==> config.mk <==
export PLATFORM = sky130hd
export DESIGN_NAME = touch_gesture_detector_unit
export DESIGN_NICKNAME = d
export VERILOG_FILES = /design/src/rtl/tgd_pkg.sv /design/src/rtl/tgd_in_reg.sv /design/src/rtl/tgd_engine.sv /design/src/rtl/touch_gesture_detector_unit.sv
export SDC_FILE = /design/constraint.sdc
export NUM_CORES = 2
export LEC_CHECK = 0
export ABC_CLOCK_PERIOD_IN_PS = 13800
export BUFFER_PORTS_ARGS = -buffer_cell sky130_fd_sc_hd__buf_2
export CORE_ASPECT_RATIO = 1.1
export CORE_MARGIN = 2
export CORE_UTILIZATION = 45
export DETAILED_ROUTE_END_ITERATION = 10
export PLACE_DENSITY_LB_ADDON = 0.3
export REMOVE_ABC_BUFFERS = 1
export SETUP_SLACK_MARGIN = 0.05
export SLEW_MARGIN = 20
export SYNTH_ARGS = -nofsm -noshare
export SYNTH_HDL_FRONTEND = slang
export SYNTH_SLANG_ARGS = --single-unit
==> constraint.sdc <==
create_clock -name clk -period 13.8 [get_ports clk]
set_clock_uncertainty 0.1 [all_clocks]
set_input_delay 2.76 -clock clk [delete_from_list [all_inputs] [get_ports clk]]
set_output_delay 2.76 -clock clk [all_outputs]
set_load 0.01 [all_outputs]
==> src/rtl/tgd_pkg.sv <==
package tgd_pkg;

    // Field widths
    localparam int POS_W      = 12;
    localparam int DT_W       = 20;
    localparam int HOLD_W     = 32;
    localparam int CLOCK_W    = 40;
    localparam int DIST_W     = 12;
    localparam int INTERVAL_W = 24;
    localparam int CFG_W      = 24;
    localparam int CFG_IDX_W  = 1;

    // Squared distance widths: a 13 bit signed delta squares into 24 bits
    localparam int DELTA_W = POS_W + 1;
    localparam int SQ_W    = 2 * POS_W;
    localparam int D2_W    = SQ_W + 1;
    localparam int LIM_W   = 2 * DIST_W;

    // Register indexes
    localparam logic [CFG_IDX_W-1:0] CFG_DT_MAX_DIST = 1'b0;
    localparam logic [CFG_IDX_W-1:0] CFG_DT_INTERVAL = 1'b1;

    // Register reset values
    localparam logic [DIST_W-1:0]     DT_MAX_DIST_RESET = 12'd10;
    localparam logic [INTERVAL_W-1:0] DT_INTERVAL_RESET = 24'd250000;

    // Event codes
    typedef enum logic [1:0] {
        SWIPE_NONE    = 2'd0,
        SWIPE_PRESS   = 2'd1,
        SWIPE_REPEAT  = 2'd2,
        SWIPE_RELEASE = 2'd3
    } swipe_ev_t;

    typedef enum logic [1:0] {
        TAP_NONE    = 2'd0,
        TAP_PRESS   = 2'd1,
        TAP_RELEASE = 2'd2
    } tap_ev_t;

    typedef enum logic [1:0] {
        PINCH_NONE    = 2'd0,
        PINCH_PRESS   = 2'd1,
        PINCH_REPEAT  = 2'd2,
        PINCH_RELEASE = 2'd3
    } pinch_ev_t;

    // One frame tick as held in the input register
    typedef struct packed {
        logic             first_touch_down;
        logic             second_touch_down;
        logic [POS_W-1:0] first_x;
        logic [POS_W-1:0] first_y;
        logic [POS_W-1:0] second_x;
        logic [POS_W-1:0] second_y;
        logic [DT_W-1:0]  tick_time_us;
    } tgd_item_t;

    // Saturating add of a tick time onto a hold timer
    function automatic logic [HOLD_W-1:0] sat_add(input logic [HOLD_W-1:0] a,
                                                  input logic [DT_W-1:0] b);
        logic [HOLD_W:0] sum;
        sum = {1'b0, a} + {{(HOLD_W + 1 - DT_W){1'b0}}, b};
        sat_add = sum[HOLD_W] ? {HOLD_W{1'b1}} : sum[HOLD_W-1:0];
    endfunction

endpackage

==> src/rtl/tgd_in_reg.sv <==
module tgd_in_reg
    import tgd_pkg::*;
(
    input  logic      clk,
    input  logic      rst_n,
    input  logic      in_valid,
    output logic      in_stall,
    input  tgd_item_t in_item,
    output logic      item_valid,
    output tgd_item_t item,
    input  logic      item_take
);

    logic      full_reg;
    logic      full_next;
    tgd_item_t item_reg;
    logic      accept;

    // Input holds one tick; it frees up in the same cycle the engine takes it
    assign in_stall = full_reg && !item_take;
    assign accept   = in_valid && !in_stall;

    always_comb
    begin
        full_next = full_reg;
        if (accept)
        begin
            full_next = 1'b1;
        end
        else if (item_take)
        begin
            full_next = 1'b0;
        end
    end

    always_ff @(posedge clk or negedge rst_n)
    begin
        if (!rst_n)
        begin
            full_reg <= 1'b0;
        end
        else
        begin
            full_reg <= full_next;
        end
    end

    // Payload, no reset
    always_ff @(posedge clk)
    begin
        if (accept)
        begin
            item_reg <= in_item;
        end
    end

    assign item_valid = full_reg;
    assign item       = item_reg;

endmodule

==> src/rtl/tgd_engine.sv <==
module tgd_engine
    import tgd_pkg::*;
(
    input  logic                 clk,
    input  logic                 rst_n,
    input  logic                 cfg_we,
    input  logic [CFG_IDX_W-1:0] cfg_index,
    input  logic [CFG_W-1:0]     cfg_data,
    input  logic                 item_valid,
    input  tgd_item_t            item,
    output logic                 item_take,
    output logic                 out_valid,
    input  logic                 out_stall,
    output logic [1:0]           swipe_event,
    output logic [1:0]           tap_event,
    output logic                 double_tap_fired,
    output logic [1:0]           pinch_event,
    output logic [POS_W-1:0]     report_first_x,
    output logic [POS_W-1:0]     report_first_y,
    output logic [POS_W-1:0]     report_second_x,
    output logic [POS_W-1:0]     report_second_y,
    output logic [HOLD_W-1:0]    single_hold_us,
    output logic [HOLD_W-1:0]    dual_hold_us
);

    // Configuration; the squared limit is formed when the distance is written
    logic [INTERVAL_W-1:0] interval_reg;
    logic [LIM_W-1:0]      lim_sq_reg;

    // Gesture state
    logic                  prev_first_reg, prev_first_next;
    logic                  prev_both_reg, prev_both_next;
    logic [HOLD_W-1:0]     single_hold_reg, single_hold_next;
    logic [HOLD_W-1:0]     dual_hold_reg, dual_hold_next;
    logic                  swipe_held_reg, swipe_held_next;
    logic                  tap_held_reg, tap_held_next;
    logic                  pinch_held_reg, pinch_held_next;
    logic [POS_W-1:0]      tap_x_reg, tap_x_next;
    logic [POS_W-1:0]      tap_y_reg, tap_y_next;
    logic [CLOCK_W-1:0]    last_tap_reg, last_tap_next;
    logic                  last_tap_valid_reg, last_tap_valid_next;
    logic [CLOCK_W-1:0]    clock_reg, clock_next;

    // Result register
    logic                  out_valid_reg, out_valid_next;
    swipe_ev_t             swipe_reg, swipe_next;
    tap_ev_t               tap_reg, tap_next;
    logic                  dbl_reg, dbl_next;
    pinch_ev_t             pinch_reg, pinch_next;
    logic [POS_W-1:0]      rep_x0_reg, rep_y0_reg, rep_x1_reg, rep_y1_reg;
    logic [HOLD_W-1:0]     single_rep_reg, single_rep_next;
    logic [HOLD_W-1:0]     dual_rep_reg, dual_rep_next;

    // Datapath terms
    logic                  both;
    logic                  first_press;
    logic [HOLD_W-1:0]     single_base;
    logic signed [DELTA_W-1:0] dx, dy;
    logic signed [2*DELTA_W-1:0] dx_sq, dy_sq;
    logic [D2_W-1:0]       d2;
    logic [CLOCK_W-1:0]    gap;
    logic                  tap_qualifies;
    logic                  dbl_hit;

    // A tick moves on when the result register is empty or being drained
    assign item_take = item_valid && (!out_valid_reg || !out_stall);

    // Distance and spacing checks for the double tap
    assign both        = item.first_touch_down && item.second_touch_down;
    assign first_press = item.first_touch_down && !prev_first_reg;
    assign clock_next  = clock_reg + {{(CLOCK_W - DT_W){1'b0}}, item.tick_time_us};
    assign dx    = $signed({1'b0, tap_x_reg}) - $signed({1'b0, item.first_x});
    assign dy    = $signed({1'b0, tap_y_reg}) - $signed({1'b0, item.first_y});
    assign dx_sq = dx * dx;
    assign dy_sq = dy * dy;
    assign d2    = {1'b0, dx_sq[SQ_W-1:0]} + {1'b0, dy_sq[SQ_W-1:0]};
    assign gap   = clock_next - last_tap_reg;
    assign tap_qualifies = !item.first_touch_down && prev_first_reg && tap_held_reg
                           && (single_hold_reg < {{(HOLD_W - INTERVAL_W){1'b0}}, interval_reg});
    assign dbl_hit = last_tap_valid_reg
                     && (gap < {{(CLOCK_W - INTERVAL_W){1'b0}}, interval_reg})
                     && (d2 < {1'b0, lim_sq_reg});
    assign single_base = first_press ? '0 : single_hold_reg;

    // One contact: swipe and tap
    always_comb
    begin
        swipe_next          = SWIPE_NONE;
        tap_next            = TAP_NONE;
        dbl_next            = 1'b0;
        single_hold_next    = single_hold_reg;
        single_rep_next     = single_hold_reg;
        tap_x_next          = tap_x_reg;
        tap_y_next          = tap_y_reg;
        last_tap_next       = last_tap_reg;
        last_tap_valid_next = last_tap_valid_reg;
        if (item.first_touch_down)
        begin
            if (swipe_held_reg)
            begin
                swipe_next = SWIPE_REPEAT;
            end
            else if (first_press)
            begin
                swipe_next = SWIPE_PRESS;
            end
            if (first_press)
            begin
                tap_next   = TAP_PRESS;
                tap_x_next = item.first_x;
                tap_y_next = item.first_y;
            end
            single_rep_next  = single_base;
            single_hold_next = sat_add(single_base, item.tick_time_us);
        end
        else if (prev_first_reg)
        begin
            if (swipe_held_reg)
            begin
                swipe_next = SWIPE_RELEASE;
            end
            if (tap_qualifies)
            begin
                if (dbl_hit)
                begin
                    dbl_next            = 1'b1;
                    last_tap_valid_next = 1'b0;
                end
                else
                begin
                    last_tap_next       = clock_next;
                    last_tap_valid_next = 1'b1;
                end
                tap_next   = TAP_RELEASE;
                tap_x_next = item.first_x;
                tap_y_next = item.first_y;
            end
        end
    end

    // Two contacts: pinch
    always_comb
    begin
        pinch_next     = PINCH_NONE;
        dual_hold_next = dual_hold_reg;
        dual_rep_next  = dual_hold_reg;
        if (both)
        begin
            if (!prev_both_reg)
            begin
                pinch_next    = PINCH_PRESS;
                dual_rep_next = '0;
            end
            else if (pinch_held_reg)
            begin
                pinch_next = PINCH_REPEAT;
            end
            dual_hold_next = sat_add(dual_rep_next, item.tick_time_us);
        end
        else if (prev_both_reg && pinch_held_reg)
        begin
            pinch_next = PINCH_RELEASE;
        end
    end

    // Held flags follow the events of this tick
    always_comb
    begin
        prev_first_next = item.first_touch_down;
        prev_both_next  = both;
        swipe_held_next = swipe_held_reg;
        tap_held_next   = tap_held_reg;
        pinch_held_next = pinch_held_reg;
        if (swipe_next == SWIPE_PRESS)
        begin
            swipe_held_next = 1'b1;
        end
        else if (swipe_next == SWIPE_RELEASE)
        begin
            swipe_held_next = 1'b0;
        end
        if (tap_next == TAP_PRESS)
        begin
            tap_held_next = 1'b1;
        end
        else if (tap_next == TAP_RELEASE)
        begin
            tap_held_next = 1'b0;
        end
        if (pinch_next == PINCH_PRESS)
        begin
            pinch_held_next = 1'b1;
        end
        else if (pinch_next == PINCH_RELEASE)
        begin
            pinch_held_next = 1'b0;
        end
    end

    always_comb
    begin
        out_valid_next = out_valid_reg && out_stall;
        if (item_take)
        begin
            out_valid_next = 1'b1;
        end
    end

    // Control state and configuration
    always_ff @(posedge clk or negedge rst_n)
    begin
        if (!rst_n)
        begin
            interval_reg       <= DT_INTERVAL_RESET;
            lim_sq_reg         <= LIM_W'(DT_MAX_DIST_RESET) * LIM_W'(DT_MAX_DIST_RESET);
            prev_first_reg     <= 1'b0;
            prev_both_reg      <= 1'b0;
            single_hold_reg    <= '0;
            dual_hold_reg      <= '0;
            swipe_held_reg     <= 1'b0;
            tap_held_reg       <= 1'b0;
            pinch_held_reg     <= 1'b0;
            tap_x_reg          <= '0;
            tap_y_reg          <= '0;
            last_tap_reg       <= '0;
            last_tap_valid_reg <= 1'b0;
            clock_reg          <= '0;
            out_valid_reg      <= 1'b0;
        end
        else
        begin
            if (cfg_we)
            begin
                unique case (cfg_index)
                    CFG_DT_MAX_DIST:
                    begin
                        lim_sq_reg <= LIM_W'(cfg_data[DIST_W-1:0])
                                      * LIM_W'(cfg_data[DIST_W-1:0]);
                    end
                    CFG_DT_INTERVAL:
                    begin
                        interval_reg <= cfg_data[INTERVAL_W-1:0];
                    end
                    default:
                    begin
                    end
                endcase
            end
            if (item_take)
            begin
                prev_first_reg     <= prev_first_next;
                prev_both_reg      <= prev_both_next;
                single_hold_reg    <= single_hold_next;
                dual_hold_reg      <= dual_hold_next;
                swipe_held_reg     <= swipe_held_next;
                tap_held_reg       <= tap_held_next;
                pinch_held_reg     <= pinch_held_next;
                tap_x_reg          <= tap_x_next;
                tap_y_reg          <= tap_y_next;
                last_tap_reg       <= last_tap_next;
                last_tap_valid_reg <= last_tap_valid_next;
                clock_reg          <= clock_next;
            end
            out_valid_reg <= out_valid_next;
        end
    end

    // Result payload, no reset
    always_ff @(posedge clk)
    begin
        if (item_take)
        begin
            swipe_reg      <= swipe_next;
            tap_reg        <= tap_next;
            dbl_reg        <= dbl_next;
            pinch_reg      <= pinch_next;
            rep_x0_reg     <= item.first_x;
            rep_y0_reg     <= item.first_y;
            rep_x1_reg     <= item.second_x;
            rep_y1_reg     <= item.second_y;
            single_rep_reg <= single_rep_next;
            dual_rep_reg   <= dual_rep_next;
        end
    end

    assign out_valid        = out_valid_reg;
    assign swipe_event      = swipe_reg;
    assign tap_event        = tap_reg;
    assign double_tap_fired = dbl_reg;
    assign pinch_event      = pinch_reg;
    assign report_first_x   = rep_x0_reg;
    assign report_first_y   = rep_y0_reg;
    assign report_second_x  = rep_x1_reg;
    assign report_second_y  = rep_y1_reg;
    assign single_hold_us   = single_rep_reg;
    assign dual_hold_us     = dual_rep_reg;

`ifndef ASSERT_OFF
    // A double tap only rides on a tap release
    assert property (@(posedge clk) disable iff (!rst_n)
        out_valid_reg && dbl_reg |-> tap_reg == TAP_RELEASE)
        else $error("double tap without tap release");

    // Press ticks report a cleared hold time
    assert property (@(posedge clk) disable iff (!rst_n)
        out_valid_reg && swipe_reg == SWIPE_PRESS |-> single_rep_reg == '0)
        else $error("swipe press with nonzero hold");

    assert property (@(posedge clk) disable iff (!rst_n)
        out_valid_reg && pinch_reg == PINCH_PRESS |-> dual_rep_reg == '0)
        else $error("pinch press with nonzero hold");

    // A taken tick always shows up in the result register next cycle
    assert property (@(posedge clk) disable iff (!rst_n)
        item_take |=> out_valid_reg)
        else $error("taken tick lost");

    // A double tap consumes the recorded tap
    assert property (@(posedge clk) disable iff (!rst_n)
        item_take && dbl_next |=> !last_tap_valid_reg)
        else $error("tap record kept after double tap");
`endif

endmodule

==> src/rtl/touch_gesture_detector_unit.sv <==
// Touch gesture detector: takes one frame tick per transfer (two contact flags and
// positions plus elapsed microseconds) and returns one result per tick with swipe,
// tap, double tap and pinch events, the current positions and the hold times before
// the tick. A tick passes the input register, then the gesture update into the
// result register. A new tick can be taken every cycle unless out_stall holds back
// a full result; the single gesture update stage sets that rate. Registers are written
// through cfg_we/cfg_index/cfg_data; the user must write them only while no tick is in
// flight, which the block does not enforce: index 0 is the double tap distance limit
// in pixels, index 1 the tap hold limit and double tap spacing in microseconds.
module touch_gesture_detector_unit
    import tgd_pkg::*;
(
    input  logic                 clk,
    input  logic                 rst_n,
    input  logic                 cfg_we,
    input  logic [CFG_IDX_W-1:0] cfg_index,
    input  logic [CFG_W-1:0]     cfg_data,
    input  logic                 in_valid,
    output logic                 in_stall,
    input  logic                 first_touch_down,
    input  logic                 second_touch_down,
    input  logic [POS_W-1:0]     first_x,
    input  logic [POS_W-1:0]     first_y,
    input  logic [POS_W-1:0]     second_x,
    input  logic [POS_W-1:0]     second_y,
    input  logic [DT_W-1:0]      tick_time_us,
    output logic                 out_valid,
    input  logic                 out_stall,
    output logic [1:0]           swipe_event,
    output logic [1:0]           tap_event,
    output logic                 double_tap_fired,
    output logic [1:0]           pinch_event,
    output logic [POS_W-1:0]     report_first_x,
    output logic [POS_W-1:0]     report_first_y,
    output logic [POS_W-1:0]     report_second_x,
    output logic [POS_W-1:0]     report_second_y,
    output logic [HOLD_W-1:0]    single_hold_us,
    output logic [HOLD_W-1:0]    dual_hold_us
);

    tgd_item_t in_item;
    tgd_item_t item;
    logic      item_valid;
    logic      item_take;

    // Gather the input fields into one tick
    always_comb
    begin
        in_item.first_touch_down  = first_touch_down;
        in_item.second_touch_down = second_touch_down;
        in_item.first_x           = first_x;
        in_item.first_y           = first_y;
        in_item.second_x          = second_x;
        in_item.second_y          = second_y;
        in_item.tick_time_us      = tick_time_us;
    end

    tgd_in_reg u_in_reg (
        .clk        (clk),
        .rst_n      (rst_n),
        .in_valid   (in_valid),
        .in_stall   (in_stall),
        .in_item    (in_item),
        .item_valid (item_valid),
        .item       (item),
        .item_take  (item_take)
    );

    tgd_engine u_engine (
        .clk              (clk),
        .rst_n            (rst_n),
        .cfg_we           (cfg_we),
        .cfg_index        (cfg_index),
        .cfg_data         (cfg_data),
        .item_valid       (item_valid),
        .item             (item),
        .item_take        (item_take),
        .out_valid        (out_valid),
        .out_stall        (out_stall),
        .swipe_event      (swipe_event),
        .tap_event        (tap_event),
        .double_tap_fired (double_tap_fired),
        .pinch_event      (pinch_event),
        .report_first_x   (report_first_x),
        .report_first_y   (report_first_y),
        .report_second_x  (report_second_x),
        .report_second_y  (report_second_y),
        .single_hold_us   (single_hold_us),
        .dual_hold_us     (dual_hold_us)
    );

endmodule

==> results.tsv <==
stage	metric	value	unit
route	via/cell ratio	5.23	
worst_hold_path	Hold Crit Start	u_in_reg.item[28]$_DFFE_PP_	
route	WL final	88700	um
run_status	status	finished, final reports clean	
route	initial drt markers	1512	
final_layout	multi-input logic area	24700	um2
yosys	yosys warns	0	
final_layout	most common cell after layout, fill and taps aside	inv_1	
worst_setup_path	CP Capture Type	register	
sta	Final Cycle Share	91.3	%
sta	final-report hold violation count	0	
worst_setup_path	Max FO, Critical Path	41	
yosys	ys async rst share	54.1	%
final_layout	commonest non-fill, non-tap cells in the layout	604 x inv_1, 405 x ha_1, 345 x fa_1, 325 x nand2_1, 295 x nor2_1	
worst_setup_path	critical path's slowest cell	fa_1	
worst_setup_path	CP dominant cell by count	fa_1	
final_layout	Area Growth Syn to Fin	10.4	%
yosys	EDFF count, synth	189	
yosys	Seq/Total Area, Yosys	29.2	%
grt	pin count of the biggest net entering global routing	142	
cts	clock latency on the worst-skew pair	0.61	ns
worst_hold_path	hold path cells	0	
sta	Worst Tran Pin Value	1.03	ns
cts	TritonCTS clock tree	done	
grt	GR Util All Layers	20.4	%
cts	Clock Tree Buf Depth	3	
floorplanning	Ports	221	
worst_setup_path	startpoint types	register	
route	DR DRC count	0	
floorplanning	num rows	112	
sta	min Tclk post-route	12.59	ns
sta	RSZ-0062 raised after global routing	no	
sta	Setup violations, final	0	
cts	CTS Sinks	412	
final_layout	Filler Cells Inserted	7938	
place	IO Port Bufs	220	
yosys	syn avg cell area	9.78	um2
yosys	Post-Synthesis Cells	3947	
final_layout	register area	11300	um2
worst_setup_path	R2R cell count	47	
worst_setup_path	Data required, critical path	14.19	ns
route	Antenna Nets Post-Route	0	
route	Pre-Repair DR Iteration Count	5	
cts	Root Driver	clkbuf_16	
final_layout	max FFs per register	70	
final_layout	antenna cell count	0	
worst_setup_path	r2r startpoint	u_in_reg.item[44]$_DFFE_PP_	
yosys	count of cell types in the netlist	98	
cts	H-Tree Depth	2	
worst_hold_path	Min-Delay Path Class	register to register	
sta	Achievable Freq	0.0794	GHz
worst_setup_path	kind of critical path	register to register	
grt	initial antenna violation count	1	
place	DP HPWL	70500	um
flow_run	Max Cap Viol	0	
sta	Setup TNS	0	ns
worst_setup_path	reg-to-reg critical path endpoint	u_engine.last_tap_reg[6]$_DFFE_PN0P_	
yosys	largest area contributor in the netlist	fa_1	
floorplanning	core box area	84900	um2
floorplanning	DIE HEIGHT	311	um
worst_setup_path	slowest stage delay, CP	0.55	ns
route	wire per inst	16.6	um
worst_setup_path	register-to-register setup slack	1.21	ns
cts	Clock transition at path regs	0.06	ns
worst_setup_path	Worst Path Arrival	12.98	ns
sta	Max-slew headroom	30.7	%
cts	Num CTS Buffers	48	
worst_hold_path	Hold Path Sink	u_engine.report_second_y[8]$_DFFE_PP_	
sta	Final Max Tran Viols	0	
final_layout	nets	5007	
yosys	Synth area leaders	fa_1 18%, edfxtp_1 15%, dfrtp_1 14%	
grt	first-pass GRT wire length	147000	um
floorplanning	Die ar.	88200	um2
grt	number of global-route vias before repair	28100	
place	Final GP Congestion	0.901	
yosys	Synth Flop Type	dfrtp_1	
final_layout	share of cells above drive strength 1	10.7	%
floorplanning	Starting Density	45.5	%
grt	grt total ovfl	0	
cts	# Post-CTS Setup Buffers	0	
yosys	Synth top area share	17.9	%
yosys	Cell Area, Synth	38600	um2
yosys	Seq cells post-synth	412	
route	vias after detailed routing	27900	
floorplanning	die width	283	um
==> how the worst max path moves through the flow <==
stage / from / to / slack [ns]
detailed placement: u_engine.tap_y_reg[0]$_DFFE_PN0P_ / u_engine.last_tap_reg[13]$_DFFE_PN0P_ / 1.35
global placement: u_in_reg.item[44]$_DFFE_PP_ / u_engine.last_tap_reg[2]$_DFFE_PN0P_ / 1.55
floorplan: u_in_reg.item[45]$_DFFE_PP_ / u_engine.last_tap_reg[10]$_DFFE_PN0P_ / 2.13
finish: u_in_reg.item[44]$_DFFE_PP_ / u_engine.last_tap_reg[6]$_DFFE_PN0P_ / 1.21
global route: u_engine.tap_y_reg[0]$_DFFE_PN0P_ / u_engine.last_tap_reg[21]$_DFFE_PN0P_ / 0.1
CTS: u_engine.tap_y_reg[0]$_DFFE_PN0P_ / u_engine.last_tap_reg[10]$_DFFE_PN0P_ / 1.25
==> metal layers <==
metal | up-vias | wire [um] | GRT usage (%)
li1 | 13600 | - | -
met1 | 13700 | 39700 | 27.6
met2 | 588 | 43300 | 34.8
met3 | 102 | 4050 | 3.06
met4 | 2 | 1710 | 4.44
met5 | - | 13 | 0
==> layout make-up <==
| type | instances | share of cell area (%) |
|---|---|---|
| flip-flops and latches | 412 | 26.4 |
| clock buffers | 63 | 3.09 |
| inverters | 614 | 5.42 |
| multi-input cells | 2836 | 57.9 |
| clock inverters | 26 | 0.740 |
| repair buffers | 245 | 3.08 |
| well taps | 1140 | 3.35 |
==> synth_stat cells (36+ instances only) <==
library cell	number
a21o_1	66
a21oi_1	202
and2_1	139
clkbuf_1	72
dfrtp_1	213
edfxtp_1	189
fa_1	345
ha_1	405
inv_1	604
mux2_4	37
nand2_1	325
nand2b_1	44
nand3_1	61
nor2_1	297
nor2b_1	53
nor3_1	64
o21a_1	36
o21ai_0	150
xnor2_1	149
xor2_1	83
==> cells by family (layout without fill, tap and decap cells) <==
group	after synthesis	after routing	synth area share, %
compound gates	669	669	11.2
xor+xnor	234	234	5.38
fa+ha+maj	750	750	31.0
buf+inv	700	948	6.99
flops	412	412	29.2
mux	72	72	2.44
other cells	1	2	0.00971
simple gates	1109	1109	13.8
==> worst max-delay path, delay by kind of cell, from the launching register on <==
| kind | cells | cell delay, ns |
|---|---|---|
| xor gates and xnor gates | 3 | 0.81 |
| DFF | 1 | 0.40 |
| adders and majority gates | 11 | 4.32 |
| buffers and inverters | 3 | 0.74 |
| AOI/OAI and AO/OA | 17 | 3.42 |
| muxes | 1 | 0.40 |
| and+or+nand+nor | 12 | 2.18 |
==> metrics by stage <==
step                      util [%]  instances  setup slack [ns]  hold slack (ns)  area, um2
after floorplan                  -       3862              2.13            0.300      38200
after global placement        48.3       5247              1.55            0.301      41000
after detailed placement      48.3       5247              1.35            0.305      41000
after CTS                     50.2       5336              1.25            0.314      42600
after global routing          50.2       5336            0.0980            0.322      42600
final                         50.2       5336              1.21            0.312      42600
==> repair_timing <==
action,CTS,global route
hold buffers,0,0
gates resized for setup,0,1
setup endpoints to repair,0,4
Power is not shown: default switching activity piles up to over one toggle a cycle in this logic, so the estimate is an artifact.
